--- src/rtl/core/rsm_pkg.sv ---
// ----------------------------------------------------------------------------
// rsm_pkg
// Shared constants, types and the exp mantissa factor table for the row
// softmax core.
// ----------------------------------------------------------------------------
package rsm_pkg;

   localparam int MAX_ROW        = 64;
   localparam int EXP_TABLE_BITS = 8;
   localparam int IDX_W          = $clog2(MAX_ROW);
   localparam int CNT_W          = $clog2(MAX_ROW + 1);
   localparam int LEN_W          = 7;
   localparam int SUM_W          = 24;
   localparam int QUEUE_DEPTH    = 2;
   localparam int QUEUE_PTR_W    = 1;
   localparam logic [16:0] LOG2E_Q16 = 17'd94548;

   typedef struct packed {
      logic [CNT_W-1:0] count;
      logic             tensor_end;
      logic [15:0]      row_max;
      logic             bank;
   } row_job_type;

   typedef enum logic [2:0] {
      ST_IDLE,
      ST_EXP,
      ST_DIV,
      ST_OUT
   } back_state_type;

   // f[i] = floor(sqrt(f[i-1] * 2^32)) starting at floor(sqrt(2^63))
   function automatic logic [63:0] isqrt64(input logic [63:0] v);
      logic [63:0] res;
      logic [63:0] bitv;
      logic [63:0] x;
      res  = '0;
      x    = v;
      bitv = 64'h4000_0000_0000_0000;
      for (int s = 0; s < 32; s++) begin
         if (bitv != 0) begin
            if (x >= res + bitv) begin
               x   = x - (res + bitv);
               res = (res >> 1) + bitv;
            end else begin
               res = res >> 1;
            end
            bitv = bitv >> 2;
         end
      end
      return res;
   endfunction

   function automatic logic [63:0] exp_factor(input int idx);
      logic [63:0] f;
      f = isqrt64(64'h8000_0000_0000_0000);
      for (int i = 1; i < EXP_TABLE_BITS + 1; i++) begin
         if (i < idx) begin
            f = isqrt64(f << 32);
         end
      end
      return f;
   endfunction

endpackage

--- src/rtl/core/rsm_queue.sv ---
// ----------------------------------------------------------------------------
// rsm_queue
// Short queue of closed-row jobs between the front and back parts.
// ----------------------------------------------------------------------------
module rsm_queue (
   input  logic                 clock,
   input  logic                 reset,
   input  logic                 push,
   input  rsm_pkg::row_job_type push_data,
   output logic                 full,
   input  logic                 pop,
   output logic                 not_empty,
   output rsm_pkg::row_job_type head
);

   rsm_pkg::row_job_type            slot_ff [rsm_pkg::QUEUE_DEPTH];
   logic [rsm_pkg::QUEUE_PTR_W-1:0] wr_ff, wr_in, rd_ff, rd_in;
   logic [rsm_pkg::QUEUE_PTR_W:0]   cnt_ff, cnt_in;

   assign full      = cnt_ff == (rsm_pkg::QUEUE_PTR_W+1)'(rsm_pkg::QUEUE_DEPTH);
   assign not_empty = cnt_ff != '0;
   assign head      = slot_ff[rd_ff];

   always_comb begin
      wr_in  = push ? wr_ff + 1'b1 : wr_ff;
      rd_in  = pop ? rd_ff + 1'b1 : rd_ff;
      cnt_in = cnt_ff + (rsm_pkg::QUEUE_PTR_W+1)'(push) - (rsm_pkg::QUEUE_PTR_W+1)'(pop);
   end

   always_ff @(posedge clock) begin
      if (push) begin
         slot_ff[wr_ff] <= push_data;
      end
   end

   always_ff @(posedge clock) begin
      if (reset) begin
         wr_ff  <= '0;
         rd_ff  <= '0;
         cnt_ff <= '0;
      end else begin
         wr_ff  <= wr_in;
         rd_ff  <= rd_in;
         cnt_ff <= cnt_in;
      end
   end

endmodule

--- config.mk ---
export PLATFORM = sky130hd
export DESIGN_NAME = rsm_queue
export DESIGN_NICKNAME = d
export VERILOG_FILES = /design/src/rtl/core/rsm_pkg.sv /design/src/rtl/core/rsm_queue.sv
export SDC_FILE = /design/constraint.sdc
export NUM_CORES = 1
export LEC_CHECK = 0
export BUFFER_PORTS_ARGS = -buffer_cell sky130_fd_sc_hd__buf_4
export CORE_ASPECT_RATIO = 0.6
export CORE_MARGIN = 3
export CORE_UTILIZATION = 38
export DETAILED_ROUTE_END_ITERATION = 12
export PLACE_DENSITY = 0.7
export SLEW_MARGIN = 10
export SYNTH_ARGS = -nofsm -noshare
export SYNTH_HDL_FRONTEND = slang
export SYNTH_SLANG_ARGS = --single-unit
export TNS_END_PERCENT = 50
--- constraint.sdc ---
create_clock -name clock -period 2 [get_ports clock]
set_input_delay 0.1 -clock clock [delete_from_list [all_inputs] [get_ports clock]]
set_output_delay 0.1 -clock clock [all_outputs]
set_load 0.02 [all_outputs]
==> results_dict.tcl <==
set metrics [dict create \
    finalWorstPathRequiredPeriod_ps 1670 \
    post-route-util_pct 56.4 \
    cp.required_ps 1900 \
    status "completed" \
    finalSetupViolCount 0 \
    final_nets 219 \
    die_y_um 64.0 \
    final_common_cell "buf_4" \
    htreeDepth 2 \
    clkSlewWorstSetupHoldPaths_ps 90 \
    cts_made_buffers 5 \
    clock-sinks 55 \
    root_buffer "clkbuf_8" \
    postRouteWirelength_um 3510 \
    clk_latency_ps 290 \
    dr.pass1.iters 2 \
    ios 56 \
    grt_pass1_wl_um 5580 \
    gp_congestion 0.752 \
    whs_ps 74.5 \
    diodes 0 \
    drt_iter0_markers 23 \
    core_area_mm2 0.00523 \
    finalWorstSetupSlack_ps 326 \
    syn2layout_area_growth_pct 38.7 \
    clock.fmax_ghz 0.597 \
    wl_per_cell_um 13.8 \
    avgSynthCellArea_um2 21.5 \
    syn_nets 130 \
    fin_crit_sh_pct 83.7 \
    critPathMaxStageDelay_ps 500 \
    syn-cell-area_mm2 0.00213 \
    cts_tree "built" \
    ys.warnings.count 0 \
    min_from "push" \
    pre_cts_ws_ps 633 \
    fin_setup_tns_ps 0 \
    reg2reg_slack_ps 770 \
    place_hpwl_um 2510 \
    slew_headroom_pct 77.0 \
    crit_type "reg2out" \
    r2r_cells 6 \
    port_buffers 55 \
    fp-row-count 20 \
    cp-end-kind "output port" \
    synth_cell_type_count 14 \
    grt_max_degree 26 \
    drv_slew 0 \
    num_vias 1123 \
    worstPathArrival_ps 1570 \
    drive_gt1_share_pct 49.7 \
    rr_endpoint "cnt_ff[1]" \
    viasPerCell 4.40 \
    grt_overflow 0 \
    worstPathMaxFanout 10 \
    critPathSlowestCell "dfxtp_2" \
    ant_nets 0 \
    die-area_mm2 0.00656 \
    ys_seq_area_share_pct 75.2 \
    cts_setup_buffers 0 \
    clockBufferDepth 2 \
    power.density_mw_per_mm2 821 \
    rsz0062_at_grt "false" \
    hold_path_depth 3 \
    critPathLaunchType "flop" \
    antenna_found_initial 0 \
    crit-reg2reg-launch "cnt_ff[0]" \
    min_path_type "in2reg" \
    worstPathCellList "buf_4 -> mux2_2 -> buf_4" \
    grt_usage_pct 11.4 \
    power_leakage_nw 1.18 \
    min_to "wr_ff" \
    die_x_um 103 \
    tightestPinTransition_ps 345 \
    final_cell_mix "buf_4, edfxtp_1, dlygate4sd3_1" \
    ys_ff_latch 55 \
    peakVddDrop_uv 324 \
    cp_common_cell "buf_4" \
    start_util_pct 40.7 \
    drv_cap 0 \
    grt_pass1_vias 1201 \
    finalClockSkew_ps 2.62 \
    netlist_instances 99 \
    remaining_drc_errors 0 \
    hold_viol_final 0 \
]
-- per-layer routing --
| metal | wire [um] | part of all wire [%] | GRT usage [%] |
|---|---|---|---|
| met1 | 1480 | 42 | 13.6 |
| met2 | 1720 | 49 | 18.8 |
| met3 | 249 | 7.1 | 4.58 |
| met4 | 64 | 1.8 | 3.76 |
| met5 | 0 | 0 | 0 |
-- registers in the layout, summed over array words and instances, names as in the netlist, named ones only --
signal   flops
cnt_ff       2
slot_ff     50
rd_ff        1
wr_ff        1
-- report_power, final --
group	total (W)	switching, W	internal [W]
Sequential	0.00137	0.0000325	0.00134
Combinational	0.000495	0.000219	0.000275
Clock	0.000558	0.000313	0.000245
Total	0.00242	0.000565	0.00186
-- worst max-delay path, delay by kind of cell (launching register included) --
family   cells  cell delay [ps]
flops        1              500
buf+inv      2              420
mux          1              360
-- final cells by class --
cell class | count | area [um^2]
sequential | 55 | 1600
inverter | 2 | 7.51
fill | 398 | 2280
tap | 66 | 82.6
timing repair buffer | 85 | 703
multi-input combinational | 39 | 470
clock inverter | 2 | 12.5
clock buffer | 6 | 72.6
-- worst max-delay path by stage --
| stage | start | to | slack [ps] | cells after the start |
|---|---|---|---|---|
| floorplan | wr_ff | slot_ff[0][0] | 130 | 1 |
| global placement | flop | head[14] | 660 | 3 |
| detailed placement | flop | head[21] | 630 | 3 |
| CTS | flop | head[21] | 290 | 3 |
| global route | flop | head[21] | 220 | 3 |
| finish | flop | head[21] | 330 | 3 |
-- cell families (layout without fill, tap and decap cells) --
kind of cell	Yosys count	in the layout	share of synthesized area (%)
mux	25	25	16.8
simple gates	9	9	2.18
buf+inv	5	95	2.76
fa+ha+maj	2	2	1.18
xor+xnor	3	3	1.88
flops	55	55	75.3
-- timing repair --
item | in CTS | in global routing
hold buffers | 26 | 0
endpoints found under the hold margin | 55 | 0
gates resized for setup | 0 | 0
-- Yosys cell counts (all sizes together) --
cell type,number,area share (%)
edfxtp,50,71
mux2,25,17
dfxtp,5,4.7
nor2,4,0.71
buf,3,2.4
nor2b,3,0.88
ha,2,1.2
inv,2,0.35
xnor2,2,0.82
and2,1,0.29
or2,1,0.29
xnor3,1,1.1
-- metrics by stage --
step           cell area, um^2  power, W  std cells
6_report                  2950   0.00242        255
5_1_grt                   2950   0.00257        255
4_1_cts                   2950   0.00246        255
3_5_place_dp              2610   0.00186        221
3_3_place_gp              2610   0.00184        221
2_1_floorplan             2130   0.00168         99
No activity file was read; power rests on OpenSTA's default activity.
