==> config.mk <==
export PLATFORM = sky130hd
export DESIGN_NAME = rsm_front
export DESIGN_NICKNAME = d
export VERILOG_FILES = /design/src/rtl/core/rsm_pkg.sv /design/src/rtl/core/rsm_front.sv
export SDC_FILE = /design/constraint.sdc
export NUM_CORES = 1
export LEC_CHECK = 0
export BUFFER_PORTS_ARGS = -buffer_cell sky130_fd_sc_hd__buf_2
export CORE_MARGIN = 2
export CORE_UTILIZATION = 49
export DETAILED_ROUTE_END_ITERATION = 7
export GPL_TIMING_DRIVEN = 0
export PLACE_DENSITY_LB_ADDON = 0.08
export SYNTH_ARGS = -nofsm -noshare
export SYNTH_HDL_FRONTEND = slang
export SYNTH_SLANG_ARGS = --single-unit
export TNS_END_PERCENT = 5
==> constraint.sdc <==
create_clock -name clock -period 4.01 [get_ports clock]
set_clock_uncertainty 0.1 [all_clocks]
set_input_delay 0.802 -clock clock [delete_from_list [all_inputs] [get_ports clock]]
set_output_delay 0.802 -clock clock [all_outputs]
set_load 0.05 [all_outputs]
==> src/rtl/core/rsm_pkg.sv <==
// ----------------------------------------------------------------------------
// rsm_pkg
// Shared constants, types and the exp mantissa factor table for the row
// softmax core.
// ----------------------------------------------------------------------------
package rsm_pkg;

   localparam int MAX_ROW        = 64;
   localparam int EXP_TABLE_BITS = 8;
   localparam int IDX_W          = $clog2(MAX_ROW);
   localparam int CNT_W          = $clog2(MAX_ROW + 1);
   localparam int LEN_W          = 7;
   localparam int SUM_W          = 24;
   localparam int QUEUE_DEPTH    = 2;
   localparam int QUEUE_PTR_W    = 1;
   localparam logic [16:0] LOG2E_Q16 = 17'd94548;

   typedef struct packed {
      logic [CNT_W-1:0] count;
      logic             tensor_end;
      logic [15:0]      row_max;
      logic             bank;
   } row_job_type;

   typedef enum logic [2:0] {
      ST_IDLE,
      ST_EXP,
      ST_DIV,
      ST_OUT
   } back_state_type;

   // f[i] = floor(sqrt(f[i-1] * 2^32)) starting at floor(sqrt(2^63))
   function automatic logic [63:0] isqrt64(input logic [63:0] v);
      logic [63:0] res;
      logic [63:0] bitv;
      logic [63:0] x;
      res  = '0;
      x    = v;
      bitv = 64'h4000_0000_0000_0000;
      for (int s = 0; s < 32; s++) begin
         if (bitv != 0) begin
            if (x >= res + bitv) begin
               x   = x - (res + bitv);
               res = (res >> 1) + bitv;
            end else begin
               res = res >> 1;
            end
            bitv = bitv >> 2;
         end
      end
      return res;
   endfunction

   function automatic logic [63:0] exp_factor(input int idx);
      logic [63:0] f;
      f = isqrt64(64'h8000_0000_0000_0000);
      for (int i = 1; i < EXP_TABLE_BITS + 1; i++) begin
         if (i < idx) begin
            f = isqrt64(f << 32);
         end
      end
      return f;
   endfunction

endpackage

==> src/rtl/core/rsm_front.sv <==
// ----------------------------------------------------------------------------
// rsm_front
// Accepts scores, writes them to the double-banked row buffer, tracks the
// running maximum and hands closed rows to the job queue.
// ----------------------------------------------------------------------------
module rsm_front (
   input  logic                     clock,
   input  logic                     reset,
   input  logic                     req_valid,
   output logic                     req_ready,
   input  logic [15:0]              req_score,
   input  logic                     req_last_in_tensor,
   input  logic [rsm_pkg::LEN_W-1:0] row_length_ff,
   input  logic                     job_full,
   input  logic [1:0]               bank_busy,
   output logic                     buf_we,
   output logic [rsm_pkg::IDX_W:0]  buf_waddr,
   output logic [15:0]              buf_wdata,
   output logic                     job_push,
   output rsm_pkg::row_job_type     job_data
);

   logic [rsm_pkg::CNT_W-1:0] fill_ff, fill_in;
   logic signed [15:0]        max_ff, max_in;
   logic                      bank_ff, bank_in;
   logic [rsm_pkg::CNT_W-1:0] len_eff;
   logic [rsm_pkg::CNT_W-1:0] count;
   logic [rsm_pkg::IDX_W-1:0] idx;
   logic signed [15:0]        new_max;
   logic                      close;
   logic                      acc;

   always_comb begin
      if (row_length_ff == '0) begin
         len_eff = rsm_pkg::CNT_W'(1);
      end else if (rsm_pkg::CNT_W'(row_length_ff) > rsm_pkg::CNT_W'(rsm_pkg::MAX_ROW)) begin
         len_eff = rsm_pkg::CNT_W'(rsm_pkg::MAX_ROW);
      end else begin
         len_eff = rsm_pkg::CNT_W'(row_length_ff);
      end
   end

   assign idx     = (fill_ff >= rsm_pkg::CNT_W'(rsm_pkg::MAX_ROW))
                  ? rsm_pkg::IDX_W'(rsm_pkg::MAX_ROW - 1) : fill_ff[rsm_pkg::IDX_W-1:0];
   assign count   = rsm_pkg::CNT_W'(idx) + rsm_pkg::CNT_W'(1);
   assign new_max = ($signed(req_score) > max_ff) ? $signed(req_score) : max_ff;
   assign close   = (count >= len_eff) || req_last_in_tensor;
   assign req_ready = !bank_busy[bank_ff] && !job_full;
   assign acc     = req_valid && req_ready;

   assign buf_we    = acc;
   assign buf_waddr = {bank_ff, idx};
   assign buf_wdata = req_score;
   assign job_push  = acc && close;
   assign job_data  = '{count: count, tensor_end: req_last_in_tensor,
                        row_max: new_max, bank: bank_ff};

   always_comb begin
      fill_in = fill_ff;
      max_in  = max_ff;
      bank_in = bank_ff;
      if (acc) begin
         if (close) begin
            fill_in = '0;
            max_in  = 16'sh8000;
            bank_in = !bank_ff;
         end else begin
            fill_in = count;
            max_in  = new_max;
         end
      end
   end

   always_ff @(posedge clock) begin
      if (reset) begin
         fill_ff <= '0;
         max_ff  <= 16'sh8000;
         bank_ff <= 1'b0;
      end else begin
         fill_ff <= fill_in;
         max_ff  <= max_in;
         bank_ff <= bank_in;
      end
   end

endmodule

==> summary.md <==
| Metric | Value |
|---|---|
| Status | complete, no violations |
| Library cells used by synthesis | 45 |
| Crit share post-route | 97.0% |
| Initial Util | 51.4% |
| Clock transition at path regs | 0.09 ns |
| RD Place Congestion | 0.813 |
| Critical Path RT | 3.11 ns |
| Post-synthesis sequential area ratio | 23.2% |
| Vias | 1901 |
| GRT Total Usage | 19.5% |
| WL met3 | 250 um |
| Fmax | about 260 MHz |
| Layout Nets | 376 |
| Hpwl dp | 3.46 mm |
| Final setup fails | 0 |
| Syn_nets | 290 |
| Setup Crit Path Kind | in -> out |
| Worst skew pair latency | 0.27 ns |
| Met1 wire length | 1.97 mm |
| Fin. Hold Viols | 0 |
| Crit start category | primary input |
| Die width | around 70 um |
| First-pass GRT wire length | slightly above 7 mm |
| Worst Slack Setup Final | 0.119 ns |
| Crit path launch | req_score[15] |
| CTS tree | done |
| Setup slack, reg-to-reg | about 0.4 ns |
| Via count of the first global-routing pass | 1646 |
| Cts hold-fix bufs | 0 |
| Die area | 4760 sq um |
| Hold_ws | 0.364 ns |
| Crit path capture type | primary output |
| Top layer in use | met4 |
| Post-route insts no fill | 371 |
| DP Area | 2600 sq um |
| Cells on worst reg2reg path | 13 |
| Clk sinks | 24 |
| Die height | 69.0 um |
| Worst hold path type | reg -> reg |
| Initial DRC count | 79 |
| Critical R2R Launch | fill_ff[6] |
| Cell area after synthesis | 2070 sq um |
| P&R area growth vs syn | 30.6% |
| TritonCTS buffer count | 3 |
| Max cap viols | 0 |
| Via-per-instance ratio | ~5.1 |
| H-tree depth | 1 |
| Syn_area_per_cell | 8.77 sq um |
| Row count | 23 |
| Buffers on Ports | 79 |
| Critical path endpoint | job_data[3] |
| WL met2 | 2.16 mm |
| Tmin final | between 3 and 4 ns |
| Unrepaired setup endpoints after global routing | no |
| VDD IR max | 0.192 mV |
| Placed instance count | 365 |
| Async S/R FF share, synth | 0% |
| Mapped Cells | ~240 |
| Ports | between 80 and 90 |
| EDFF count, synth | 0 |
| CTS root buf | clkbuf_8 |
| Share of cells above drive strength 1 | 50.5% |
| Commonest cells after routing, fill and taps aside | 79 x buf_2, 23 x ha_1, 23 x buf_4, 23 x dfxtp_1, 21 x inv_1 |
| #FFs+latches synth | 24 |
| Number of synthesis warnings | 0 |
| Fin. max-slew vios | 0 |
| Initial antenna violation count | 0 |
| Ys flop type | dfxtp_1 |
| Pre-Repair DR Iteration Count | 4 |
| Antenna viol nets, final | 0 |
| DRC | 0 |
| Arr. time, crit path | 2.99 ns |
| Post-place setup slack | -0.120 ns |
| Core area | 4030 sq um |
| P_leak | 1.32 nW |
| Diodes inserted | 0 |
| GRT overflow | 0 |
| Clock Path Buffers | 2 |
| Total wire length | approximately 4.4 mm |
| Crit-path max FO | 4 |
| FF-to-FF End | max_ff[15] |
| Pwr Total | 0.686 mW |
| WL/cell | 11.9 um |
| Commonest non-fill, non-tap cell in the layout | buf_2 |
| Largest net degree at the start of global routing | 14 |
| Relative slew slack | a little under two thirds |
| Slew at the pin with the worst max-slew slack | 0.542 ns |
| Final Cell Area | 2700 sq um |
| Power Density | 254 nW/um^2 |
## critical path, stage by stage
cell      delay, ns
buf_2          0.12
ha_1           0.33
nand4_1        0.22
nor2_1         0.18
nand4_1        0.16
a31oi_2        0.28
nand3b_4       0.21
buf_4          0.15
mux2_2         0.32
buf_2          0.21
## timing repair
| item | 4_1_cts | 5_1_grt |
|---|---|---|
| hold endpoints to repair | 0 | 0 |
| buffers inserted | 1 | 2 |
| resized for setup | 5 | 2 |
| pin swaps | 1 | 1 |
| endpoints found under the setup margin | 17 | 11 |
## state kept, by name, indices dropped and copies added, names as in the netlist
name and cells:
max_ff 16, fill_ff 7, bank_ff 1
## cells in the mapped netlist, drive strengths merged (2+ instances only)
master  count  area (sq um)
nor2b       2          12.5
xnor2       2          17.5
a21o        2          15.0
nand2      17          66.3
clkbuf      2          7.51
a21oi      13          65.1
a211oi      2          20.0
nand4b      2          23.8
xor2        3          26.3
buf        24           188
or2         3          18.8
nor3       19          95.1
mux2       15           203
a22o       15           150
o21ai       3          15.0
a31oi       3          33.8
a22oi       3          22.5
ha         24           300
nor2       12          47.6
and3        3          18.8
dfxtp      24           480
nor3b       2          20.0
nand3       7          35.0
nand4       5          37.5
inv        22          82.6
## how the worst min path moves through the flow
stage | startpoint | end | slack (ns) | cells after the start
2_1_floorplan | fill_ff[3] | fill_ff[3] | 0.33 | 2
5_1_grt | fill_ff[3] | fill_ff[3] | 0.38 | 2
6_report | fill_ff[4] | fill_ff[4] | 0.36 | 2
4_1_cts | fill_ff[3] | fill_ff[3] | 0.36 | 2
3_5_place_dp | fill_ff[3] | fill_ff[3] | 0.35 | 2
3_3_place_gp | fill_ff[4] | fill_ff[4] | 0.34 | 2
## per-stage QoR
stage / TNS [ns] / util, %
2_1_floorplan: -0.0423 / -
3_3_place_gp: -1.24 / 64.5
3_5_place_dp: -1.17 / 64.5
4_1_cts: 0 / 66.5
5_1_grt: 0 / 67.1
6_report: 0 / 67.1
## area by class of cell
cell class                 instances  area (sq um)
multi-input combinational        163          1400
fill                             354          1330
sequential                        24           482
timing repair buffer              82           420
buffer                            25           190
inverter                          23          90.1
tap                               50          62.6
clock buffer                       4          55.1
## where the power goes
| group | switching (mW) | internal [mW] |
|---|---|---|
| Clock | 0.0809 | 0.0877 |
| Sequential | 0.00282 | 0.242 |
| Combinational | 0.177 | 0.0960 |
| Total | 0.260 | 0.426 |
## cell families (layout without fill, tap and decap cells)
group           after synthesis  count (layout)  synth area share (%)
compound gates               41              41                  15.5
buf+inv                      49             134                  13.6
xor+xnor                      5               5                  2.12
simple gates                 77              77                  20.7
flops                        24              24                  23.2
mux                          16              16                  10.3
fa+ha+maj                    24              24                  14.5
## per-layer routing
layer | vias up | track usage (%)
met2 | 52 | 35.1
met3 | 5 | 3.41
met4 | 0 | 3.92
met5 | - | 0
met1 | 854 | 24.1
li1 | 990 | -
No activity file was read; power rests on OpenSTA's default activity.
