===== src/rtl/core/rsm_pkg.sv =====
// ----------------------------------------------------------------------------
// rsm_pkg
// Shared constants, types and the exp mantissa factor table for the row
// softmax core.
// ----------------------------------------------------------------------------
package rsm_pkg;

   localparam int MAX_ROW        = 64;
   localparam int EXP_TABLE_BITS = 8;
   localparam int IDX_W          = $clog2(MAX_ROW);
   localparam int CNT_W          = $clog2(MAX_ROW + 1);
   localparam int LEN_W          = 7;
   localparam int SUM_W          = 24;
   localparam int QUEUE_DEPTH    = 2;
   localparam int QUEUE_PTR_W    = 1;
   localparam logic [16:0] LOG2E_Q16 = 17'd94548;

   typedef struct packed {
      logic [CNT_W-1:0] count;
      logic             tensor_end;
      logic [15:0]      row_max;
      logic             bank;
   } row_job_type;

   typedef enum logic [2:0] {
      ST_IDLE,
      ST_EXP,
      ST_DIV,
      ST_OUT
   } back_state_type;

   // f[i] = floor(sqrt(f[i-1] * 2^32)) starting at floor(sqrt(2^63))
   function automatic logic [63:0] isqrt64(input logic [63:0] v);
      logic [63:0] res;
      logic [63:0] bitv;
      logic [63:0] x;
      res  = '0;
      x    = v;
      bitv = 64'h4000_0000_0000_0000;
      for (int s = 0; s < 32; s++) begin
         if (bitv != 0) begin
            if (x >= res + bitv) begin
               x   = x - (res + bitv);
               res = (res >> 1) + bitv;
            end else begin
               res = res >> 1;
            end
            bitv = bitv >> 2;
         end
      end
      return res;
   endfunction

   function automatic logic [63:0] exp_factor(input int idx);
      logic [63:0] f;
      f = isqrt64(64'h8000_0000_0000_0000);
      for (int i = 1; i < EXP_TABLE_BITS + 1; i++) begin
         if (i < idx) begin
            f = isqrt64(f << 32);
         end
      end
      return f;
   endfunction

endpackage


===== src/rtl/core/rsm_back.sv =====
// ----------------------------------------------------------------------------
// rsm_back
// Runs one row job: exp pass with a shared mantissa multiplier, then one
// bit-serial rounded division per element, results through an output register.
// ----------------------------------------------------------------------------
module rsm_back (
   input  logic                    clock,
   input  logic                    reset,
   input  logic                    job_valid,
   input  rsm_pkg::row_job_type    job,
   output logic                    job_pop,
   output logic [rsm_pkg::IDX_W:0] buf_raddr,
   input  logic [15:0]             buf_rdata,
   output logic [1:0]              bank_busy,
   output logic                    rsp_valid,
   input  logic                    rsp_ready,
   output logic [15:0]             rsp_probability,
   output logic                    rsp_last_of_row,
   output logic                    rsp_tensor_done
);

   localparam int MUL_W = 33;
   localparam int DIVW  = 41;
   localparam int KB    = rsm_pkg::EXP_TABLE_BITS;
   localparam int KW    = $clog2(KB + 2);
   localparam int BITW  = $clog2(DIVW + 1);
   localparam logic [16:0] LOG2E_Q16_EXT = rsm_pkg::LOG2E_Q16;

   rsm_pkg::back_state_type state_ff, state_in;
   rsm_pkg::row_job_type    job_ff, job_in;
   logic [31:0]               ev_mem [rsm_pkg::MAX_ROW];
   logic [rsm_pkg::CNT_W-1:0] idx_ff, idx_in;
   logic [2:0]                ph_ff, ph_in;
   logic [KW-1:0]             kstep_ff, kstep_in;
   logic [KB-1:0]             k_ff, k_in;
   logic [8:0]                n_ff, n_in;
   logic [32:0]               m_ff, m_in;
   logic [65:0]               prod;
   logic [rsm_pkg::SUM_W-1:0] sum_ff, sum_in;
   logic [31:0]               ev_rd_ff;
   logic [DIVW-1:0]           rem_ff, rem_in, quo_ff, quo_in, num;
   logic [BITW-1:0]           dbit_ff, dbit_in;
   logic                      outv_ff, outv_in;
   logic [15:0]               prob_ff, prob_in;
   logic                      lr_ff, lr_in, td_ff, td_in;
   logic [15:0]               diff;
   logic [32:0]               tprod;
   logic [MUL_W-1:0]          fac_tbl [1:KB];
   logic [MUL_W-1:0]          fac;
   logic [31:0]               ev_new;
   logic [DIVW:0]             rem_sh;
   logic                      last_el;
   logic [rsm_pkg::IDX_W-1:0] widx;

   // mantissa factors, one constant per step
   for (genvar g = 1; g <= KB; g++) begin : g_fac
      assign fac_tbl[g] = MUL_W'(rsm_pkg::exp_factor(g));
   end

   assign widx      = idx_ff[rsm_pkg::IDX_W-1:0];
   assign buf_raddr = {job_ff.bank, widx};
   assign job_pop   = (state_ff == rsm_pkg::ST_IDLE) && job_valid;
   assign last_el   = (idx_ff + 1'b1) == job_ff.count;
   assign diff      = job_ff.row_max - buf_rdata;
   assign tprod     = 33'(diff) * 33'(LOG2E_Q16_EXT);
   assign fac       = fac_tbl[kstep_ff];
   assign prod      = 66'(m_ff) * 66'(fac);
   assign ev_new    = ((32'(n_ff) + 32'd16) >= 32'd64) ? 32'd0 : 32'(m_ff >> (7'd16 + 7'(n_ff)));
   assign num       = DIVW'({ev_rd_ff, 16'h0000}) + DIVW'(sum_ff >> 1);
   assign rem_sh    = {rem_ff, quo_ff[DIVW-1]};
   assign rsp_valid = outv_ff;
   assign rsp_probability = prob_ff;
   assign rsp_last_of_row = lr_ff;
   assign rsp_tensor_done = td_ff;

   always_comb begin
      bank_busy = 2'b00;
      if (state_ff != rsm_pkg::ST_IDLE) begin
         bank_busy[job_ff.bank] = 1'b1;
      end
   end

   always_ff @(posedge clock) begin
      if (state_ff == rsm_pkg::ST_EXP && ph_ff == 3'd3) begin
         ev_mem[widx] <= ev_new;
      end
      ev_rd_ff <= ev_mem[widx];
   end

   // next state
   always_comb begin
      state_in = state_ff;
      unique case (state_ff)
         rsm_pkg::ST_IDLE: if (job_valid) state_in = rsm_pkg::ST_EXP;
         rsm_pkg::ST_EXP:  if (ph_ff == 3'd3 && last_el) state_in = rsm_pkg::ST_DIV;
         rsm_pkg::ST_DIV:  if (ph_ff == 3'd2 && dbit_ff == '0) state_in = rsm_pkg::ST_OUT;
         rsm_pkg::ST_OUT: begin
            if (!outv_ff || rsp_ready) begin
               state_in = last_el ? rsm_pkg::ST_IDLE : rsm_pkg::ST_DIV;
            end
         end
         default: state_in = rsm_pkg::ST_IDLE;
      endcase
   end

   // datapath
   always_comb begin
      job_in = job_ff;   idx_in = idx_ff;   ph_in = ph_ff;
      kstep_in = kstep_ff; k_in = k_ff; n_in = n_ff; m_in = m_ff;
      sum_in = sum_ff; rem_in = rem_ff; quo_in = quo_ff; dbit_in = dbit_ff;
      outv_in = outv_ff && !rsp_ready;
      prob_in = prob_ff; lr_in = lr_ff; td_in = td_ff;
      unique case (state_ff)
         rsm_pkg::ST_IDLE: begin
            if (job_valid) begin
               job_in = job; idx_in = '0; ph_in = 3'd0; sum_in = '0;
            end
         end
         rsm_pkg::ST_EXP: begin
            unique case (ph_ff)
               3'd0: ph_in = 3'd1;
               3'd1: begin
                  n_in = tprod[32:24];
                  k_in = tprod[23 -: KB];
                  m_in = 33'h1_0000_0000;
                  kstep_in = KW'(1);
                  ph_in = 3'd2;
               end
               3'd2: begin
                  if (k_ff[KB - int'(kstep_ff)]) begin
                     m_in = prod[64:32];
                  end
                  if (kstep_ff == KW'(KB)) begin
                     ph_in = 3'd3;
                  end else begin
                     kstep_in = kstep_ff + 1'b1;
                  end
               end
               3'd3: begin
                  sum_in = sum_ff + rsm_pkg::SUM_W'(ev_new);
                  ph_in  = 3'd0;
                  idx_in = last_el ? '0 : idx_ff + 1'b1;
               end
               default: ph_in = 3'd0;
            endcase
         end
         rsm_pkg::ST_DIV: begin
            unique case (ph_ff)
               3'd0: ph_in = 3'd1;
               3'd1: begin
                  quo_in = num; rem_in = '0; dbit_in = BITW'(DIVW); ph_in = 3'd2;
               end
               3'd2: begin
                  if (dbit_ff != '0) begin
                     if (rem_sh >= (DIVW+1)'(sum_ff)) begin
                        rem_in = DIVW'(rem_sh - (DIVW+1)'(sum_ff));
                        quo_in = {quo_ff[DIVW-2:0], 1'b1};
                     end else begin
                        rem_in = rem_sh[DIVW-1:0];
                        quo_in = {quo_ff[DIVW-2:0], 1'b0};
                     end
                     dbit_in = dbit_ff - 1'b1;
                  end
               end
               default: ph_in = 3'd0;
            endcase
         end
         rsm_pkg::ST_OUT: begin
            if (!outv_ff || rsp_ready) begin
               outv_in = 1'b1;
               prob_in = (quo_ff > DIVW'(16'hFFFF)) ? 16'hFFFF : quo_ff[15:0];
               lr_in   = last_el;
               td_in   = last_el && job_ff.tensor_end;
               ph_in   = 3'd0;
               idx_in  = idx_ff + 1'b1;
            end
         end
         default: ;
      endcase
   end

   always_ff @(posedge clock) begin
      job_ff <= job_in; idx_ff <= idx_in; kstep_ff <= kstep_in; k_ff <= k_in;
      n_ff <= n_in; m_ff <= m_in; sum_ff <= sum_in; rem_ff <= rem_in;
      quo_ff <= quo_in; dbit_ff <= dbit_in; prob_ff <= prob_in; lr_ff <= lr_in;
      td_ff <= td_in;
   end

   always_ff @(posedge clock) begin
      if (reset) begin
         state_ff <= rsm_pkg::ST_IDLE;
         ph_ff    <= 3'd0;
         outv_ff  <= 1'b0;
      end else begin
         state_ff <= state_in;
         ph_ff    <= ph_in;
         outv_ff  <= outv_in;
      end
   end

endmodule


===== config.mk =====
export PLATFORM = sky130hd
export DESIGN_NAME = rsm_back
export DESIGN_NICKNAME = d
export VERILOG_FILES = /design/src/rtl/core/rsm_pkg.sv /design/src/rtl/core/rsm_back.sv
export SDC_FILE = /design/constraint.sdc
export NUM_CORES = 2
export LEC_CHECK = 0
export ABC_CLOCK_PERIOD_IN_PS = 8700
export BUFFER_PORTS_ARGS = -buffer_cell sky130_fd_sc_hd__buf_2
export CAP_MARGIN = 20
export CORE_MARGIN = 3
export CORE_UTILIZATION = 45
export DETAILED_ROUTE_END_ITERATION = 8
export PLACE_DENSITY = 0.68
export SLEW_MARGIN = 20
export SYNTH_ARGS = -nofsm -noshare
export SYNTH_HDL_FRONTEND = slang
export SYNTH_SLANG_ARGS = --single-unit

===== constraint.sdc =====
create_clock -name clock -period 8.7 [get_ports clock]
set_input_delay 0 -clock clock [delete_from_list [all_inputs] [get_ports clock]]
set_output_delay 0 -clock clock [all_outputs]
set_load 0.005 [all_outputs]

==> impl_metrics.env <==
export IMPL_arrival_ns=8.99
export IMPL_critPathRequiredTime_ns=9.22
export IMPL_crit_start="kstep_ff[0]$_SDFFCE_PN1P_"
export IMPL_synth_top_area_share_pct=49.16
export IMPL_worstHoldStart="buf_rdata[15]"
export IMPL_cts_tree="yes"
export IMPL_clock_root_buffer="clkbuf_16"
export IMPL_crit_type="flip-flop to flip-flop"
export IMPL_synthTopCellsByArea="edfxtp_1 49%, fa_1 18%, ha_1 5.8%"
export IMPL_hpwlAfterDp_um=210000
export IMPL_cp_slowest_stage_delay_ns=0.55
export IMPL_drive_gt1_share_pct=11.30
export IMPL_cap_violations=0
export IMPL_synth_cell_types=86
export IMPL_hold_class="primary input to flip-flop"
export IMPL_seqCellArea_um2=55130
export IMPL_path_clk_slew_ns=0.06
export IMPL_rsz0062_at_grt="true"
export IMPL_synth_seq_area_share_pct=49.70
export IMPL_ant_nets=0
export IMPL_finalNetCount=10498
export IMPL_timing_final_crit_share_pct=97.38
export IMPL_io_buffer_count=73
export IMPL_yosysWarnings=0
export IMPL_drt_initial_drc_count=7438
export IMPL_crit_path_top_delay_cell="fa_1"
export IMPL_clock_sinks=1846
export IMPL_wirelength_um=315700
export IMPL_die_height_um=502.5
export IMPL_dp_cells=11896
export IMPL_vias=71680
export IMPL_nFillCells=20630
export IMPL_crit_path_frequent_cell="fa_1"
export IMPL_timing_rr_start="kstep_ff[0]$_SDFFCE_PN1P_"
export IMPL_start_util_pct=45.44
export IMPL_grt_pass1_vias=74762
export IMPL_h_tree_depth=4
export IMPL_gp_congestion=0.9384
export IMPL_drtPass1Iterations=6
export IMPL_layoutNonFillerInstCount=12297
export IMPL_async_flop_share_pct=0
export IMPL_drc=0
export IMPL_status="finished, final reports clean"
export IMPL_syn_num_nets=10224
export IMPL_synth_ff_type="edfxtp_1"
export IMPL_synth_area_per_cell_um2=12.79
export IMPL_relSlewSlack_pct=20.09
export IMPL_multi_input_area_um2=50300
export IMPL_clk_path_buf_depth=3
export IMPL_cp_start_kind="flip-flop"
export IMPL_avgViaCountPerCell=5.829
export IMPL_core_um2=244100
export IMPL_grt_max_degree=101
export IMPL_finalHoldViolCount=0
export IMPL_final_min_clock_period_ns=8.472
export IMPL_maxSlewViolCount=0
export IMPL_synth_area_um2=110900
export IMPL_post_synth_top_area_cell="edfxtp_1"
export IMPL_grt_pass1_wl_um=474100
export IMPL_synth_edff_count=1816
export IMPL_fmax_mhz=118.0
export IMPL_ios=74
export IMPL_fp_dieW_um=502.5
export IMPL_fin_skew_ns=0.02454
export IMPL_grt_overflow=0
export IMPL_numCtsBuffers=175
export IMPL_antenna_found_initial=4
export IMPL_insertion_delay_ns=0.81
export IMPL_syn_inst=8673
export IMPL_gr_usage_all_layers_pct=25.04
export IMPL_synth_seq_cells=1846
export IMPL_die_area_um2=252500
export IMPL_wl_per_cell_um=25.67
export IMPL_rows=181
export IMPL_syn_to_final_growth_pct=12.36
export IMPL_worstPathMaxFanout=10
export IMPL_end_kind="flip-flop"
export IMPL_setup_violations=0
export IMPL_worst_pin_slew_ns=1.193
## cell usage after synthesis (all sizes together), types with 9 or more instances
cell       n
nand2    549
a22oi    470
nor3      34
clkbuf   393
nand2b    33
inv     1209
a31o      13
nand4     66
o21a      22
dfxtp     30
a221oi   172
and3      34
and2     582
nor2     268
xor2      51
nor2b    103
a21boi     9
a31oi    186
a211oi    34
o21ai    120
or3       33
buf       93
a21o      87
xnor2     88
a22o     168
o21bai    13
a21oi    194
mux4      19
ha       514
edfxtp  1816
mux2i     49
nand3     58
nor4      52
fa       992
## final timing paths
kind / end / slack [ns] / depth (start not counted)
worst max-delay path: m_ff[28]$_SDFFCE_PN0P_ / 0.23 / 30
worst min-delay path: n_ff[8]$_DFFE_PP_ / 0.39 / 7
worst max register to register: m_ff[28]$_SDFFCE_PN0P_ / 0.23 / 30
worst min register to register: rsp_tensor_done$_DFFE_PP_ / 0.53 / 1
## cells in the final DEF, fill, tap and decap left out, types with 35 or more instances in the layout
cell type and instances:
a22oi_1 470, clkbuf_1 46, o21ai_0 111, buf_12 35
nand3_1 53, nor2_1 174, buf_4 394, a31oi_1 182
nor4_1 44, a221oi_1 171, a22o_1 168, edfxtp_1 1816
a21o_1 87, mux2i_1 49, xor2_1 51, fa_1 985
ha_1 502, dlygate4sd3_1 56, a21oi_1 182, nand2_1 540
nor2b_1 100, and2_1 574, nor2_2 70, clkbuf_16 184
inv_1 1201, buf_2 73, nand4_1 66, xnor2_1 88
## what timing repair did
action,in CTS,in global routing
endpoints found under the hold margin,97,0
buffers inserted,1,15
gates resized for setup,1,114
setup endpoints to repair,6,31
gates cloned,0,4
hold buffers,56,0
pin swaps,2,52
## flip-flops by register name, indices dropped and copies added, names as in the netlist, 2 cells and up
name,flops
ev_mem,1600
quo_ff,41
rem_ff,41
m_ff,33
ev_rd_ff,25
job_ff,24
sum_ff,24
rsp_probability,16
n_ff,9
k_ff,8
idx_ff,7
dbit_ff,6
kstep_ff,4
ph_ff,2
state_ff,2
## logic make-up (layout without fill, tap and decap cells)
| logic type | count (synthesis) | after routing | synth area share [%] |
|---|---|---|---|
| fa+ha+maj | 1506 | 1506 | 23.70 |
| simple gates | 1849 | 1849 | 8.571 |
| other cells | 0 | 5 | 0 |
| xor+xnor | 143 | 143 | 1.180 |
| mux | 75 | 75 | 0.8990 |
| compound gates | 1559 | 1559 | 10.15 |
| flops | 1846 | 1846 | 49.70 |
| buf+inv | 1695 | 2112 | 5.801 |
## metal layers
metal	wire length (µm)	part of all wire (%)	GRT usage [%]	vias up
met5	0	0	0	-
met2	149300	47	40.56	3522
li1	-	-	-	30992
met4	15320	4.9	10.79	0
met1	121300	38	33.07	36507
met3	29780	9.4	4.732	659
## through the flow
stage / setup TNS (ns) / hold slack (ns) / setup slack [ns] / utilization, % / cell area, µm²
finish: 0 / 0.3895 / 0.2277 / 51.05 / 124600
global placement: 0 / 0.1767 / 0.06546 / 48.18 / 117600
detailed placement: 0 / 0.1783 / 0.006731 / 48.18 / 117600
CTS: 0 / 0.3465 / 0.002229 / 50.76 / 123900
global route: -0.1042 / 0.4050 / -0.02550 / 51.05 / 124600
floorplan: 0 / 0.06907 / 0.3320 / - / 110900
## layout make-up
| cell class | instances | share of cell area [%] |
|---|---|---|
| Timing Repair Buffer | 583 | 3.951 |
| Multi-Input combinational cell | 5132 | 40.36 |
| Clock buffer | 228 | 3.774 |
| Sequential cell | 1846 | 44.23 |
| Clock inverter | 92 | 0.8181 |
| Inverter | 1209 | 3.641 |
| Antenna cell | 5 | 0.01004 |
| Tap cell | 3202 | 3.214 |
## worst max-delay path, delay by kind of cell (launching register included)
kind | cells | cell delay (ns)
adders and majority gates | 10 | 4.33
DFF | 1 | 0.46
buffers and inverters | 9 | 1.11
and+or+nand+nor | 3 | 0.29
AOI/OAI and AO/OA | 8 | 1.98
Power is left out: the tool's default activity adds up to more than one toggle a clock period on the data nets, which glitch-free logic cannot reach.
